`src/rtl/lpd_pkg.sv`:
```
// Shared types and constants for the length-prefix deframer.
`default_nettype none

package lpd_pkg;

    // Width of the maximum-length register and of the payload byte counter.
    localparam int MAX_LEN_W = 17;
    localparam logic [MAX_LEN_W-1:0] MAX_LEN_RESET = 17'h10000;

    // Default number of length header bytes.
    localparam int LPD_HEADER_BYTES = 4;

    // Depth of the queue between classification and output.
    localparam int LPD_QUEUE_DEPTH = 2;

    // Result kinds.
    localparam logic [1:0] KIND_BYTE  = 2'd0;
    localparam logic [1:0] KIND_EMPTY = 2'd1;
    localparam logic [1:0] KIND_ERROR = 2'd2;

    typedef struct packed {
        logic [1:0] kind;
        logic [7:0] payload_byte;
        logic       last_in_message;
    } lpd_result_t;

endpackage

`default_nettype wire

```
`src/rtl/lpd_front.sv`:
```
// Front part: takes stream bytes, collects the length header and classifies each byte.
`default_nettype none

module lpd_front
    import lpd_pkg::*;
#(
    parameter int HEADER_BYTES = LPD_HEADER_BYTES
)
(
    input  wire logic                 clk,
    input  wire logic                 rst_n,
    input  wire logic                 stream_valid,
    input  wire logic [7:0]           stream_byte,
    output logic                      stream_stall,
    input  wire logic                 max_length_we,
    input  wire logic [MAX_LEN_W-1:0] max_length_wdata,
    input  wire logic                 q_full,
    output logic                      q_push,
    output lpd_result_t               q_push_data
);

    localparam int HDR_W = 8 * HEADER_BYTES;
    localparam int CNT_W = (HEADER_BYTES > 1) ? $clog2(HEADER_BYTES) : 1;
    localparam int CMP_W = (HDR_W > MAX_LEN_W) ? HDR_W : MAX_LEN_W;
    localparam logic [CNT_W-1:0] LAST_CNT = CNT_W'(HEADER_BYTES - 1);

    localparam logic [1:0] PH_HEADER  = 2'd0;
    localparam logic [1:0] PH_PAYLOAD = 2'd1;
    localparam logic [1:0] PH_HALTED  = 2'd2;

    logic [1:0]           phase_reg, phase_next;
    logic [CNT_W-1:0]     hdr_count_reg, hdr_count_next;
    logic [HDR_W-1:0]     hdr_shift_reg, hdr_shift_next;
    logic [MAX_LEN_W-1:0] remaining_reg, remaining_next;
    logic [MAX_LEN_W-1:0] max_length_reg;

    logic             accept;
    logic             take_hdr;
    logic             hdr_done;
    logic [HDR_W-1:0] hdr_raw;
    logic [CMP_W-1:0] raw_ext;
    logic [CMP_W-1:0] max_ext;
    logic             negative;
    logic             too_long;
    logic             is_zero;

    assign stream_stall = q_full;
    assign accept       = stream_valid && !q_full;

    // The header value including the byte arriving now.
    assign hdr_raw  = HDR_W'({hdr_shift_reg, stream_byte});
    assign hdr_done = (hdr_count_reg == LAST_CNT);
    assign negative = hdr_raw[HDR_W-1];
    assign raw_ext  = CMP_W'(hdr_raw);
    assign max_ext  = CMP_W'(max_length_reg);
    assign too_long = (raw_ext > max_ext);
    assign is_zero  = (hdr_raw == '0);

    // A payload phase with no bytes left falls back to header collection.
    assign take_hdr = (phase_reg == PH_HEADER) ||
                      ((phase_reg == PH_PAYLOAD) && (remaining_reg == '0));

    always_comb
    begin
        phase_next     = phase_reg;
        hdr_count_next = hdr_count_reg;
        hdr_shift_next = hdr_shift_reg;
        remaining_next = remaining_reg;
        q_push         = 1'b0;
        q_push_data    = '{kind: KIND_BYTE, payload_byte: 8'd0, last_in_message: 1'b0};

        if (accept)
        begin
            case (phase_reg)
                PH_HEADER, PH_PAYLOAD:
                begin
                    if (take_hdr)
                    begin
                        phase_next     = PH_HEADER;
                        hdr_shift_next = hdr_raw;
                        hdr_count_next = CNT_W'(hdr_count_reg + 1'b1);
                        if (hdr_done)
                        begin
                            hdr_count_next = '0;
                            hdr_shift_next = '0;
                            if (negative || too_long)
                            begin
                                phase_next       = PH_HALTED;
                                q_push           = 1'b1;
                                q_push_data.kind = KIND_ERROR;
                            end
                            else if (is_zero)
                            begin
                                q_push                      = 1'b1;
                                q_push_data.kind            = KIND_EMPTY;
                                q_push_data.last_in_message = 1'b1;
                            end
                            else
                            begin
                                remaining_next = MAX_LEN_W'(raw_ext);
                                phase_next     = PH_PAYLOAD;
                            end
                        end
                    end
                    else
                    begin
                        remaining_next           = remaining_reg - 1'b1;
                        q_push                   = 1'b1;
                        q_push_data.kind         = KIND_BYTE;
                        q_push_data.payload_byte = stream_byte;
                        if (remaining_reg == MAX_LEN_W'(1))
                        begin
                            q_push_data.last_in_message = 1'b1;
                            phase_next                  = PH_HEADER;
                        end
                    end
                end
                default:
                begin
                    // Halted: bytes are dropped until reset.
                    phase_next = phase_reg;
                end
            endcase
        end
    end

    always_ff @(posedge clk or negedge rst_n)
    begin
        if (!rst_n)
        begin
            phase_reg      <= PH_HEADER;
            hdr_count_reg  <= '0;
            hdr_shift_reg  <= '0;
            remaining_reg  <= '0;
            max_length_reg <= MAX_LEN_RESET;
        end
        else
        begin
            phase_reg     <= phase_next;
            hdr_count_reg <= hdr_count_next;
            hdr_shift_reg <= hdr_shift_next;
            remaining_reg <= remaining_next;
            if (max_length_we)
            begin
                max_length_reg <= max_length_wdata;
            end
        end
    end

endmodule

`default_nettype wire

```
`src/rtl/lpd_queue.sv`:
```
// Short result queue between the front and back parts.
`default_nettype none

module lpd_queue
    import lpd_pkg::*;
(
    input  wire logic         clk,
    input  wire logic         rst_n,
    input  wire logic         push,
    input  wire lpd_result_t  push_data,
    output logic              full,
    input  wire logic         pop,
    output logic              not_empty,
    output lpd_result_t       pop_data
);

    localparam int PTR_W = (LPD_QUEUE_DEPTH > 1) ? $clog2(LPD_QUEUE_DEPTH) : 1;
    localparam int CNT_W = $clog2(LPD_QUEUE_DEPTH + 1);
    localparam logic [PTR_W-1:0] LAST_PTR = PTR_W'(LPD_QUEUE_DEPTH - 1);
    localparam logic [CNT_W-1:0] FULL_CNT = CNT_W'(LPD_QUEUE_DEPTH);

    lpd_result_t      entry_reg [LPD_QUEUE_DEPTH];
    logic [PTR_W-1:0] wr_ptr_reg, wr_ptr_next;
    logic [PTR_W-1:0] rd_ptr_reg, rd_ptr_next;
    logic [CNT_W-1:0] count_reg, count_next;
    logic             do_push;
    logic             do_pop;

    assign full      = (count_reg == FULL_CNT);
    assign not_empty = (count_reg != '0);
    assign pop_data  = entry_reg[rd_ptr_reg];
    assign do_push   = push && !full;
    assign do_pop    = pop && not_empty;

    always_comb
    begin
        wr_ptr_next = wr_ptr_reg;
        rd_ptr_next = rd_ptr_reg;
        count_next  = count_reg;
        if (do_push)
        begin
            wr_ptr_next = (wr_ptr_reg == LAST_PTR) ? '0 : PTR_W'(wr_ptr_reg + 1'b1);
        end
        if (do_pop)
        begin
            rd_ptr_next = (rd_ptr_reg == LAST_PTR) ? '0 : PTR_W'(rd_ptr_reg + 1'b1);
        end
        if (do_push && !do_pop)
        begin
            count_next = CNT_W'(count_reg + 1'b1);
        end
        else if (do_pop && !do_push)
        begin
            count_next = CNT_W'(count_reg - 1'b1);
        end
    end

    always_ff @(posedge clk or negedge rst_n)
    begin
        if (!rst_n)
        begin
            wr_ptr_reg <= '0;
            rd_ptr_reg <= '0;
            count_reg  <= '0;
        end
        else
        begin
            wr_ptr_reg <= wr_ptr_next;
            rd_ptr_reg <= rd_ptr_next;
            count_reg  <= count_next;
        end
    end

    always_ff @(posedge clk)
    begin
        if (do_push)
        begin
            entry_reg[wr_ptr_reg] <= push_data;
        end
    end

endmodule

`default_nettype wire

```
`src/rtl/lpd_back.sv`:
```
// Back part: output register that presents queued results on the result channel.
`default_nettype none

module lpd_back
    import lpd_pkg::*;
(
    input  wire logic        clk,
    input  wire logic        rst_n,
    input  wire logic        q_not_empty,
    input  wire lpd_result_t q_data,
    output logic             q_pop,
    output logic             result_valid,
    input  wire logic        result_stall,
    output logic [1:0]       kind,
    output logic [7:0]       payload_byte,
    output logic             last_in_message
);

    logic        out_valid_reg, out_valid_next;
    lpd_result_t out_data_reg;
    logic        load;

    // The register refills from a non-empty queue whenever it is empty or its transaction completes now.
    assign load  = q_not_empty && (!out_valid_reg || !result_stall);
    assign q_pop = load;

    always_comb
    begin
        out_valid_next = out_valid_reg;
        if (load)
        begin
            out_valid_next = 1'b1;
        end
        else if (!result_stall)
        begin
            out_valid_next = 1'b0;
        end
    end

    always_ff @(posedge clk or negedge rst_n)
    begin
        if (!rst_n)
        begin
            out_valid_reg <= 1'b0;
        end
        else
        begin
            out_valid_reg <= out_valid_next;
        end
    end

    always_ff @(posedge clk)
    begin
        if (load)
        begin
            out_data_reg <= q_data;
        end
    end

    assign result_valid    = out_valid_reg;
    assign kind            = out_data_reg.kind;
    assign payload_byte    = out_data_reg.payload_byte;
    assign last_in_message = out_data_reg.last_in_message;

endmodule

`default_nettype wire

```
`src/rtl/length_prefix_deframer.sv`:
```
// Top level of the length-prefix deframer.
//
//   Channel   Handshake                  Payload
//   stream    stream_valid/stream_stall  stream_byte
//   result    result_valid/result_stall  kind, payload_byte, last_in_message
//   config    max_length_we              max_length_wdata
//
// One stream byte is accepted every clock while stream_stall is low; the front state machine handles a byte per cycle.
// A result passes through the result queue and then the output register before it appears on result_valid.
// Reset is asynchronous and active low; max_length returns to 65536 and header collection
// restarts. stream_stall rises only when the two-entry result queue is full, which happens
// while result_stall holds results back.
`default_nettype none

module length_prefix_deframer
    import lpd_pkg::*;
#(
    parameter int HEADER_BYTES = LPD_HEADER_BYTES
)
(
    input  wire logic                 clk,
    input  wire logic                 rst_n,
    input  wire logic                 stream_valid,
    output logic                      stream_stall,
    input  wire logic [7:0]           stream_byte,
    output logic                      result_valid,
    input  wire logic                 result_stall,
    output logic [1:0]                kind,
    output logic [7:0]                payload_byte,
    output logic                      last_in_message,
    input  wire logic                 max_length_we,
    input  wire logic [MAX_LEN_W-1:0] max_length_wdata
);

    logic        q_full;
    logic        q_push;
    lpd_result_t q_push_data;
    logic        q_pop;
    logic        q_not_empty;
    lpd_result_t q_pop_data;

    lpd_front #(
        .HEADER_BYTES (HEADER_BYTES)
    ) u_front (
        .clk              (clk),
        .rst_n            (rst_n),
        .stream_valid     (stream_valid),
        .stream_byte      (stream_byte),
        .stream_stall     (stream_stall),
        .max_length_we    (max_length_we),
        .max_length_wdata (max_length_wdata),
        .q_full           (q_full),
        .q_push           (q_push),
        .q_push_data      (q_push_data)
    );

    lpd_queue u_queue (
        .clk       (clk),
        .rst_n     (rst_n),
        .push      (q_push),
        .push_data (q_push_data),
        .full      (q_full),
        .pop       (q_pop),
        .not_empty (q_not_empty),
        .pop_data  (q_pop_data)
    );

    lpd_back u_back (
        .clk             (clk),
        .rst_n           (rst_n),
        .q_not_empty     (q_not_empty),
        .q_data          (q_pop_data),
        .q_pop           (q_pop),
        .result_valid    (result_valid),
        .result_stall    (result_stall),
        .kind            (kind),
        .payload_byte    (payload_byte),
        .last_in_message (last_in_message)
    );

endmodule

`default_nettype wire

```
`config.mk`:
```
export PLATFORM = sky130hd
export DESIGN_NAME = length_prefix_deframer
export DESIGN_NICKNAME = d
export VERILOG_FILES = /design/src/rtl/lpd_pkg.sv /design/src/rtl/lpd_front.sv /design/src/rtl/lpd_queue.sv /design/src/rtl/lpd_back.sv /design/src/rtl/length_prefix_deframer.sv
export SDC_FILE = /design/constraint.sdc
export NUM_CORES = 1
export LEC_CHECK = 0
export BUFFER_PORTS_ARGS = -buffer_cell sky130_fd_sc_hd__buf_2
export CAP_MARGIN = 20
export CELL_PAD_IN_SITES_DETAIL_PLACEMENT = 0
export CELL_PAD_IN_SITES_GLOBAL_PLACEMENT = 1
export CORE_MARGIN = 5
export CORE_UTILIZATION = 47
export DETAILED_ROUTE_END_ITERATION = 10
export GPL_TIMING_DRIVEN = 0
export PLACE_DENSITY_LB_ADDON = 0.08
export SYNTH_ARGS = -nofsm -noshare
export SYNTH_HDL_FRONTEND = slang
export SYNTH_SLANG_ARGS = --single-unit
```
`constraint.sdc`:
```
create_clock -name clk -period 3.4 [get_ports clk]
set_input_delay 0.68 -clock clk [delete_from_list [all_inputs] [get_ports clk]]
set_output_delay 0.68 -clock clk [all_outputs]
set_load 0.02 [all_outputs]
```
== Word level (Yosys, flattened, before mapping) ==
Memories as Yosys holds them, arrays and structs flattened. A register that Yosys moved wholly into a read port is not among the register bits.
Cells that the tools add are included.
Word-level totals
  register bits: 67
  RAM bits: 22
  input port bits: 30
  output and inout bits: 13
  word-level logic and storage cells: 86
  memories kept: 1
Cells by class
  add/sub/neg operators: 6
  order comparisons: 1
  eq/ne operators: 8
  mux-type cells: 36
  reductions and logical operators: 25
Memories
  u_queue.entry_reg: words 2, bits a word 11, rd ports 1, clocked after memory_dff 1, wr ports 1, line lpd_queue.sv:22  | lpd_result_t entry_reg [LPD_QUEUE_DEPTH];
Operators with widths (count)
  17-bit two-way mux: 4
  32-bit by 17-bit > comparator with 1-bit output: 1
  32-bit logical NOT: 1
  24-bit two-way mux: 1
  11-bit two-way mux: 2
  2-bit two-way mux: 10
  1-bit two-way mux: 18
  17-bit by 1-bit == test with 1-bit output, second input constant: 1
  17-bit logical NOT: 1
  17-bit by 1-bit subtractor with 17-bit output, second input constant: 1
  8-bit two-way mux: 1
  1-bit logical AND: 7
  2-bit != test, second input constant: 3
  3-bit AND reduction: 2
  2-bit nonzero test: 3
  1-bit logical NOT: 5
  5-bit AND reduction: 1
  2-bit by 1-bit adder with 2-bit output, second input constant: 2
  2-bit == test, second input constant: 2
  1-bit logical OR: 3
  1-bit adder, second input constant: 2
  2-bit by 1-bit == test with 1-bit output, second input constant: 1
  2-bit logical NOT: 1
  2-bit by 1-bit != test with 1-bit output, second input constant: 1
  2 further kinds: 2

== Logic depth before layout (Yosys ltp) ==
Gate-level depths: netlist of the first run.
  word-level depth: 12
  gate-level depth with buffers: 13
  gate-level depth less buffers: 13

== By module ==
Synthesis of the first run repeated with hierarchy kept, for this count alone.
Second synthesis, totals
  cell total of the unflattened synthesis: 471
  area, all modules: 4923.5 um^2
By module, submodules not included
  lpd_front: instances 1, cells an instance 404, area an instance 3509.6 um^2, sequential area each 1552.7 um^2
  lpd_queue: instances 1, cells an instance 53, area an instance 1039.7 um^2, sequential area each 760.7 um^2
  lpd_back: instances 1, cells an instance 14, area an instance 374.1 um^2, sequential area each 355.3 um^2

== Worst setup path before layout of the first run ==
No wires, ideal clock.
  path type: reg2reg
  start point: reg u_front.remaining_reg[0]
  end point: reg u_queue.count_reg[1]
  library setup time: 80 ps
  arrival time: 2658 ps
  required time: 3320 ps
  path slack: 662 ps
  cell stages (with the launch flop): 13
  path buffers: 3
  clock period less this slack: 2738 ps
  path through: dfrtp_1 -> inv_1 -> ha_1 -> or3b_1 -> clkbuf_1 -> or3_1 -> buf_6 -> o21a_1 -> clkbuf_1 -> o21a_1 -> ha_1 -> nor2_1 -> xnor2_1
On the way
  longest elaborated chain between the ends: 10
  elaborated cells on any way between the ends: 12
  those cells by class: mux: 4; reduce/logical: 8
RTL lines
  start, declared: line lpd_front.sv:34  | logic [MAX_LEN_W-1:0] remaining_reg, remaining_next;
  start signal, assigned: line lpd_front.sv:142  | remaining_reg <= remaining_next;
  17-bit logical NOT (*): line lpd_front.sv:61  | ((phase_reg == PH_PAYLOAD) && (remaining_reg == '0));
  1-bit logical AND (*): line lpd_front.sv:61
  1-bit logical OR (*): line lpd_front.sv:60  | assign take_hdr = (phase_reg == PH_HEADER) ||
  1-bit two-way mux (*): line lpd_front.sv:77  | if (take_hdr)
  1-bit two-way mux (*): line lpd_front.sv:74  | case (phase_reg)
  1-bit two-way mux (*): line lpd_front.sv:72  | if (accept)
  1-bit logical AND (*): line lpd_queue.sv:32  | assign do_push = push && !full;
  net u_queue.do_push: line lpd_queue.sv:26  | logic do_push;
  1-bit logical NOT: line lpd_queue.sv:52  | else if (do_pop && !do_push)
  1-bit logical AND: line lpd_queue.sv:52
  2-bit nonzero test (no source line)
  end signal, assigned: line lpd_queue.sv:70  | count_reg <= count_next;
  end, declared: line lpd_queue.sv:25  | logic [CNT_W-1:0] count_reg, count_next;
The timed path passes the listed nets; every way through them passes the cells marked *.
A chain may end at the register's enable or synchronous reset.

==> impl_metrics.yaml, run 1 <==
layout:
  largest_register_ffs: 24
  diodes: 0
  fill_cells: 983
  final_core_util: 0.536
  area_growth_syn_to_layout_pct: 11.6
  nNetsFinal: 591
  drive_above_1_share: 0.169
logic_synthesis:
  asyncSetResetFlopFracSynth: 0.670
  synth_common_cells: "nand2_1, dfrtp_1, o21ai_0"
  yosysTopAreaCell: "dfrtp_1"
  synth-seq-area-share: 0.538
  synth_edf_count: 33
  synth.net_count: 538
  yosysWarnings: 0
  ys_ff_latch: 100
  synth_most_common_cell: "nand2_1"
  netlist.area_leader.share: 0.333
  synth_cells: 487
  synth_area_sq_um: 4960
  synthFlopType: "dfrtp_1"
  synth.avg_cell_area_sq_um: 10.2
  ys_top_cells_by_area: "dfrtp_1, edfxtp_1, nand2_1"
  ys_types: 48
clock_network:
  cts_buffers: 9
  cts_tree: "built"
  cts_buffer_depth: 2
  cts-htree-levels: 3
  root_buffer: "clkbuf_8"
  clk_pin_slew_ns: 0.10
  hold_buffers: 0
  clock_latency_ns: 0.38
  postCtsSetupBuffers: 0
  cts.sinks: 100
  cts_resized: 0
critical_path:
  crit_required_ns: 3.60
  critPathMaxStageDelay_ns: 0.42
  reg2reg_depth: 10
  r2r_slack_ns: 0.29
  path_class: "reg2reg"
  path_cells: "inv_1, ha_1, or3b_1, clkbuf_1, or3_1, buf_6, o21ai_2, nand2_1, clkbuf_1, nor3_2"
  crit_arrival_ns: 3.31
  crit_path_start: "u_front.remaining_reg[0]"
  r2r-start: "u_front.remaining_reg[0]"
  endpoint: "u_queue.entry_reg[1][9]"
  critical_path.max_fanout: 10
  start_kind: "flip-flop"
  worstSetupEndpointType: "flip-flop"
  worst_path_most_repeated_cell: "clkbuf_1"
  slowest_stage: "dfrtp_1"
  reg2reg_to: "u_queue.entry_reg[1][9]"
floorplanning:
  die_h_um: 113
  initial_core_util: 0.480
  fp.coreArea_sq_um: 10300
  io_pins: 43
  die_area_sq_um: 12700
  rows: 37
  die_x_um: 113
place:
  pre_cts_slack_ns: 0.177
  hpwl_um: 8510
  port_buffers: 42
  gp_congestion: 0.834
timing:
  rsz0062_at_grt: "false"
  setup_viol: 0
  max_clock_freq_ghz: 0.322
  timing.final.ws_setup_ns: 0.293
  maxSlewHeadroom: 0.411
  hold_violations: 0
  worst_slew_pin_slew_ns: 0.884
  skew_ns: 0.0121
  finalCritPeriodShare: 0.914
  min_period_ns: 3.11
  slew_viol_final: 0
  fin_setup_tns_ns: 0
routing:
  drc: 0
  drt_wl_total_um: 12200
  viasPerCell: 5.64
  dr_total_vias: 3844
  antenna_left: 0
  dr.first_iter.drc_count: 241
  wl_per_cell_um: 17.9
  dr.pass1.iters: 5
flow_run:
  maxCapViolations: 0
global_routing:
  grt_overflow_total: 0
  grt_pass1_wl_um: 20200
  grt_pass1_vias: 3851
  grt_max_degree: 68
  antenna_found_initial: 0
  track_usage: 0.202
pwr:
  peakVddDrop_uv: 252
  p_leak_uw: 0.00242
  power_uw: 3780
  powerDensity_nw_per_um2: 684
run_status:
  status: "finished, final reports clean"
worst_hold_path:
  worstHoldPathType: "in2async"
[power breakdown]
group / switching, uW / internal (uW)
Clock: 448 / 278
Combinational: 789 / 482
Sequential: 248 / 1540
[cells by family (layout without fill, tap and decap cells)]
kind of cell             after synthesis  in the layout  share of synthesized area
adder cells (fa/ha/maj)               21             21                     0.0530
AND/OR/NAND/NOR                      168            168                      0.160
AO/OA/AOI/OAI                        122            122                      0.158
buffers and inverters                 58            116                     0.0522
multiplexers                          14             14                     0.0315
flip-flops                           100            100                      0.538
XOR/XNOR                               4              4                    0.00707
[worst max-delay path: cells and delay by family (launching register included)]
family,cells,cell delay [ns]
DFF,1,0.42
adders and majority gates,1,0.19
and+or+nand+nor,4,1.29
buffers and inverters,4,0.76
AOI/OAI and AO/OA,1,0.27
[cell usage in the layout (no fill, tap or decap), types with 2 or more instances in the layout]
cell | Yosys | final
nor3_1 | 20 | 19
o21a_1 | 3 | 3
or2_2 | 2 | 2
a21o_1 | 2 | 2
buf_6 | 4 | 4
and3_1 | 11 | 11
nand3_1 | 5 | 5
buf_4 | 2 | 3
inv_1 | 34 | 34
buf_2 | 3 | 44
o221ai_2 | 3 | 3
clkbuf_1 | 14 | 14
nand4_1 | 4 | 4
nor4_1 | 11 | 11
nor2_1 | 26 | 26
ha_1 | 21 | 21
clkbuf_8 | 0 | 9
o21ai_2 | 2 | 2
nand2b_1 | 3 | 3
inv_6 | 0 | 2
or3_1 | 5 | 5
o2bb2ai_1 | 6 | 6
edfxtp_1 | 33 | 33
a21oi_1 | 27 | 27
nor3_2 | 1 | 2
inv_8 | 0 | 2
o221ai_1 | 9 | 9
o21ai_0 | 52 | 52
nand2_1 | 75 | 75
xnor2_1 | 3 | 3
a22o_1 | 7 | 7
a31oi_1 | 3 | 3
mux2_2 | 13 | 13
dfrtp_1 | 66 | 66
[metal layers]
layer	vias to the layer above	GRT usage	wire (um)
met5	-	0	0
met4	0	0.0641	144
met3	12	0.0374	614
met2	90	0.321	5600
met1	1887	0.283	5830
li1	1855	-	-
[stage by stage]
stage / cell area (sq um) / hold slack [ns] / std cells
2_1_floorplan: 4960 / 0.384 / 487
3_3_place_gp: 5340 / 0.462 / 665
3_5_place_dp: 5340 / 0.473 / 665
4_1_cts: 5520 / 0.451 / 681
5_1_grt: 5530 / 0.479 / 681
6_report: 5530 / 0.409 / 681
[final cells by class]
type | count | area (sq um) | area share
clock inverters | 7 | 56.3 | 0.0102
well taps | 136 | 170 | 0.0308
clock buffers | 9 | 124 | 0.0224
plain buffers | 24 | 131 | 0.0237
flip-flops and latches | 100 | 2670 | 0.482
repair buffers | 42 | 213 | 0.0384
multi-input cells | 329 | 2040 | 0.369
inverters | 34 | 128 | 0.0231
[worst min-delay path by stage]
stage | to | from | cells after the start
final | u_front.hdr_shift_reg[9] | rst_n | 1
after global routing | u_front.hdr_shift_reg[12] | rst_n | 1
after CTS | u_front.hdr_shift_reg[17] | rst_n | 1
after detailed placement | u_back.result_valid | u_queue.count_reg[1] | 2
after global placement | u_back.result_valid | u_back.result_valid | 2
after floorplan | u_back.result_valid | rst_n | 0
Note: power is estimated with default switching activity, not from simulation.
==> run 2: changes to the inputs <==
Settings changed: PLACE_DENSITY_LB_ADDON 0.08 to 0.15.
==> run 2 against run 1 <==
Compared with the run above: total power is 1.6% higher; register-to-register slack got worse by 0.08 ns; first-iteration DRC count shrank 10%; sequential power about the same; global-route usage shrank 0.68 points; clock-buffer cell count rose by 1; critical path depth unchanged; largest cell class unchanged; highest routed layer unchanged.
==> impl_metrics.yaml, run 2 (synthesis results as in run 1) <==
run_status:
  status: "finished, final reports clean"
timing:
  hold_violations: 0
  rsz0062_at_grt: "false"
  finalCritPeriodShare: 0.937
  min_period_ns: 3.18
  fin_setup_tns_ns: 0
  slew_viol_final: 0
  skew_ns: 0.0197
  maxSlewHeadroom: 0.402
  max_clock_freq_ghz: 0.314
  worst_slew_pin_slew_ns: 0.897
  setup_viol: 0
  holdWs_ns: 0.400
layout:
  final_common_cell: "nand2_1"
  final_cell_mix: "nand2_1, dfrtp_1, o21ai_0, buf_2, inv_1"
  nNetsFinal: 591
  area_growth_syn_to_layout_pct: 11.9
  layout.area.seq_sq_um: 2670
  drive_above_1_share: 0.167
  multi_input_comb_area_sq_um: 2030
  diodes: 0
  fill_cells: 957
  largest_register_ffs: 24
clock_network:
  cts_resized: 0
  cts.sinks: 100
  cts_buffers: 9
  hold_buffers: 0
  clk_pin_slew_ns: 0.11
  postCtsSetupBuffers: 0
  cts_tree: "built"
  clock_latency_ns: 0.38
  cts-htree-levels: 3
  cts_buffer_depth: 2
  root_buffer: "clkbuf_8"
global_routing:
  busiest_layer: "met2"
  grt_pass1_vias: 3743
  gr-usage-met1: 0.270
  grtUsageMet2: 0.309
  grt_overflow_total: 0
  grt_pass1_wl_um: 19500
  grt_max_degree: 68
  track_usage: 0.196
  antenna_found_initial: 0
  grtUsageMet3: 0.0374
floorplanning:
  fp.coreArea_sq_um: 10300
  rows: 37
  die_h_um: 113
  io_pins: 43
  initial_core_util: 0.480
  die_x_um: 113
  die_area_sq_um: 12700
pwr:
  combPwrFrac: 0.329
  powerDensity_nw_per_um2: 693
  peakVddDrop_uv: 327
  power_uw: 3840
  p_sw_uw: 1470
  clkPwrFrac: 0.208
  seq_power_share: 0.463
  p_leak_uw: 0.00243
  intPower_uw: 2380
  netSwitchingFraction: 0.382
critical_path:
  critical_path.max_fanout: 10
  crit_required_ns: 3.58
  crit_arrival_ns: 3.37
  worstSetupEndpointType: "flip-flop"
  path_class: "reg2reg"
  start_kind: "flip-flop"
routing:
  viasPerCell: 5.60
  dr_total_vias: 3815
  dr.pass1.iters: 4
  drt_wl_total_um: 12200
  wl_per_cell_um: 17.9
  antenna_left: 0
  drc: 0
  dr.first_iter.drc_count: 217
worst_hold_path:
  worstHoldPathType: "in2async"
place:
  hpwl_um: 8510
  port_buffers: 42
  gp_congestion: 0.825
flow_run:
  maxCapViolations: 0
-- run 2: changes by cell type in the layout (fill, tap and decap cells not counted) --
| cell | before | now |
|---|---|---|
| clkinv_2 | 1 | 0 |
| clkinv_1 | 1 | 0 |
| nor3_2 | 2 | 1 |
| nor3_1 | 19 | 20 |
| a211oi_4 | 1 | 0 |
| a211oi_2 | 0 | 1 |
| clkinv_4 | 0 | 1 |
| clkbuf_1 | 14 | 15 |
| bufinv_16 | 0 | 1 |
| inv_8 | 2 | 3 |
| inv_6 | 2 | 0 |
-- run 2: path summary, 6_finish.rpt --
kind / start / end / slack (ns) / cells past startpoint
worst max-delay path: u_front.remaining_reg[0] / u_queue.entry_reg[1][9] / 0.22 / 10
worst min-delay path: rst_n / u_front.hdr_shift_reg[19] / 0.40 / 1
worst max register to register: u_front.remaining_reg[0] / u_queue.entry_reg[1][9] / 0.22 / 10
worst min register to register: u_back.result_valid / u_back.result_valid / 0.48 / 2
max in group asynchronous: rst_n / u_front.remaining_reg[6] / 2.39 / 1
min in group clk: u_back.result_valid / u_back.result_valid / 0.48 / 2
-- run 2: power groups by stage --
stage | combinational (uW) | clock, uW | sequential [uW]
3_3_place_gp | 1230 | 0 | 1790
4_1_cts | 1270 | 827 | 1780
5_1_grt | 1420 | 866 | 1820
6_report | 1260 | 801 | 1780
3_5_place_dp | 1270 | 0 | 1800
2_1_floorplan | 859 | 0 | 1780
-- run 2: routing by layer --
metal  wire length, um  vias to the layer above  part of all wire
li1                  -                     1852                 -
met1              5570                     1832              0.46
met2              5670                      114              0.47
met3               630                       17             0.052
met4               301                        0             0.025
met5                 0                        -                 0
-- run 2: final cells by class --
class / count / area share
Sequential cell: 100 / 0.481
Multi-Input combinational cell: 329 / 0.366
Timing Repair Buffer: 42 / 0.0383
Tap cell: 136 / 0.0307
Buffer: 24 / 0.0237
Clock buffer: 10 / 0.0230
Inverter: 34 / 0.0230
Clock inverter: 6 / 0.0144
-- run 2: through the flow --
stage | worst slack [ns] | std cells | utilization | area, sq um
final | 0.215 | 681 | 0.537 | 5550
after global routing | 0.0543 | 681 | 0.537 | 5550
after CTS | 0.230 | 681 | 0.537 | 5550
after detailed placement | 0.179 | 665 | 0.517 | 5340
after global placement | 0.130 | 665 | 0.517 | 5340
after floorplan | 0.662 | 487 | - | 4960
-- run 2: worst max-delay path, cell delays in order (launching register included) --
cell and delay [ns]:
dfrtp_1 0.42, inv_1 0.10, ha_1 0.18, or3b_1 0.35, clkbuf_1 0.18, or3_1 0.40, buf_6 0.15, o21ai_2 0.25
nand2_1 0.31, clkbuf_1 0.33, nor3_1 0.32
==> run 3: changes to the inputs <==
Settings changed: PLACE_DENSITY_LB_ADDON 0.15 to 0.1.
Clock period 3.4 ns to 3.3 ns, I/O delays scaled along.
==> run 3 against run 2 <==
Compared with the run above: die area unchanged; cell count unchanged; non-clock buffer count stayed put; sequential cell count unchanged; critical path type unchanged; largest cell class unchanged; largest power group unchanged.
==> impl_metrics.yaml, run 3 (synthesis results as in run 1) <==
routing:
  dr.first_iter.drc_count: 255
  dr_total_vias: 3820
  wl_per_cell_um: 18.1
  antenna_left: 0
  dr.pass1.iters: 5
  drc: 0
  viasPerCell: 5.61
  drt_wl_total_um: 12400
critical_path:
  crit_required_ns: 3.32
  reg2reg_depth: 8
  slowest_stage: "dfrtp_1"
  crit_arrival_ns: 3.10
  r2r-start: "u_front.hdr_shift_reg[6]"
  critPathMaxStageDelay_ns: 0.53
  crit_path_start: "u_front.hdr_shift_reg[6]"
  path_class: "reg2reg"
  path_cells: "ha_1, nand4_1, nor4_1, o21ai_0, nand3_1, a21oi_1, nor2_1, o21a_1"
  reg2reg_to: "u_queue.entry_reg[0][8]"
  critical_path.max_fanout: 11
  worstSetupEndpointType: "flip-flop"
  r2r_slack_ns: 0.22
  start_kind: "flip-flop"
layout:
  area_growth_syn_to_layout_pct: 12.8
  largest_register_ffs: 24
  nNetsFinal: 591
  final_core_util: 0.542
  multi_input_comb_area_sq_um: 2050
  final_common_cell: "nand2_1"
  final_cell_mix: "nand2_1, dfrtp_1, o21ai_0, buf_2, inv_1"
  layout.area.seq_sq_um: 2670
  fill_cells: 949
  diodes: 0
  drive_above_1_share: 0.174
clock_network:
  clk_pin_slew_ns: 0.10
  root_buffer: "clkbuf_8"
  cts_tree: "built"
  postCtsSetupBuffers: 0
  cts-htree-levels: 3
  cts_buffers: 9
  cts_resized: 0
  cts_buffer_depth: 2
  cts.sinks: 100
  clock_latency_ns: 0.37
  hold_buffers: 0
timing:
  worst_slew_pin_slew_ns: 0.880
  timing.final.ws_setup_ns: 0.219
  holdWs_ns: 0.401
  skew_ns: 0.0115
  slew_viol_final: 0
  finalCritPeriodShare: 0.934
  max_clock_freq_ghz: 0.325
  rsz0062_at_grt: "false"
  setup_viol: 0
  maxSlewHeadroom: 0.413
  hold_violations: 0
  fin_setup_tns_ns: 0
  min_period_ns: 3.08
floorplanning:
  die_area_sq_um: 12700
  die_h_um: 113
  die_x_um: 113
  io_pins: 43
  fp.coreArea_sq_um: 10300
  rows: 37
  initial_core_util: 0.480
place:
  port_buffers: 42
  hpwl_um: 8680
  pre_cts_slack_ns: 0.0437
  gp_congestion: 0.820
global_routing:
  grt_max_degree: 68
  grt_pass1_wl_um: 20200
  antenna_found_initial: 0
  grt_pass1_vias: 3853
  track_usage: 0.203
  grt_overflow_total: 0
pwr:
  p_sw_uw: 1530
  intPower_uw: 2520
  powerDensity_nw_per_um2: 726
  seq_power_share: 0.454
  peakVddDrop_uv: 309
  p_leak_uw: 0.00244
  clkPwrFrac: 0.223
  combPwrFrac: 0.322
  netSwitchingFraction: 0.378
flow_run:
  maxCapViolations: 0
run_status:
  status: "finished, final reports clean"
worst_hold_path:
  worstHoldPathType: "in2async"
[run 3: worst max-delay path, delay by kind of cell (launching register included)]
family | cells | cell delay [ns]
DFF | 1 | 0.53
AOI/OAI and AO/OA | 3 | 0.79
and+or+nand+nor | 4 | 1.04
adders and majority gates | 1 | 0.37
[run 3: layout make-up]
cell class	count	area share
buffer	24	0.0235
clock buffer	9	0.0222
sequential	100	0.477
clock inverter	7	0.0190
timing repair buffer	42	0.0380
inverter	34	0.0228
tap	136	0.0304
multi-input combinational	329	0.367
[run 3: power by group through the flow]
stage                     registers [uW]  logic, uW  clock network (uW)
after floorplan                     1840        885                   0
after global placement              1850       1270                   0
after detailed placement            1870       1300                   0
after CTS                           1840       1310                 918
after global routing                1880       1480                 967
final                               1840       1310                 906
[run 3: through the flow]
step                std cells  power (uW)  area (sq um)
finish                    681        4060          5590
global route              681        4330          5590
CTS                       681        4070          5570
detailed placement        665        3170          5340
global placement          665        3120          5340
floorplan                 487        2720          4960
[run 3: worst max path at each step]
stage	slack, ns	end
3_5_place_dp	0.04	u_front.remaining_reg[15]
5_1_grt	0.0008	u_queue.entry_reg[0][8]
2_1_floorplan	0.56	u_queue.count_reg[1]
3_3_place_gp	0.07	u_front.remaining_reg[15]
4_1_cts	0.15	u_queue.entry_reg[1][9]
6_report	0.22	u_queue.entry_reg[0][8]
[run 3: per-layer routing]
metal  vias to the layer above  GRT usage  wire length [um]
met3                        16     0.0257               471
met5                         -          0                 0
met2                        89      0.312              5720
li1                       1850          -                 -
met4                         0     0.0737               212
met1                      1865      0.296              5950
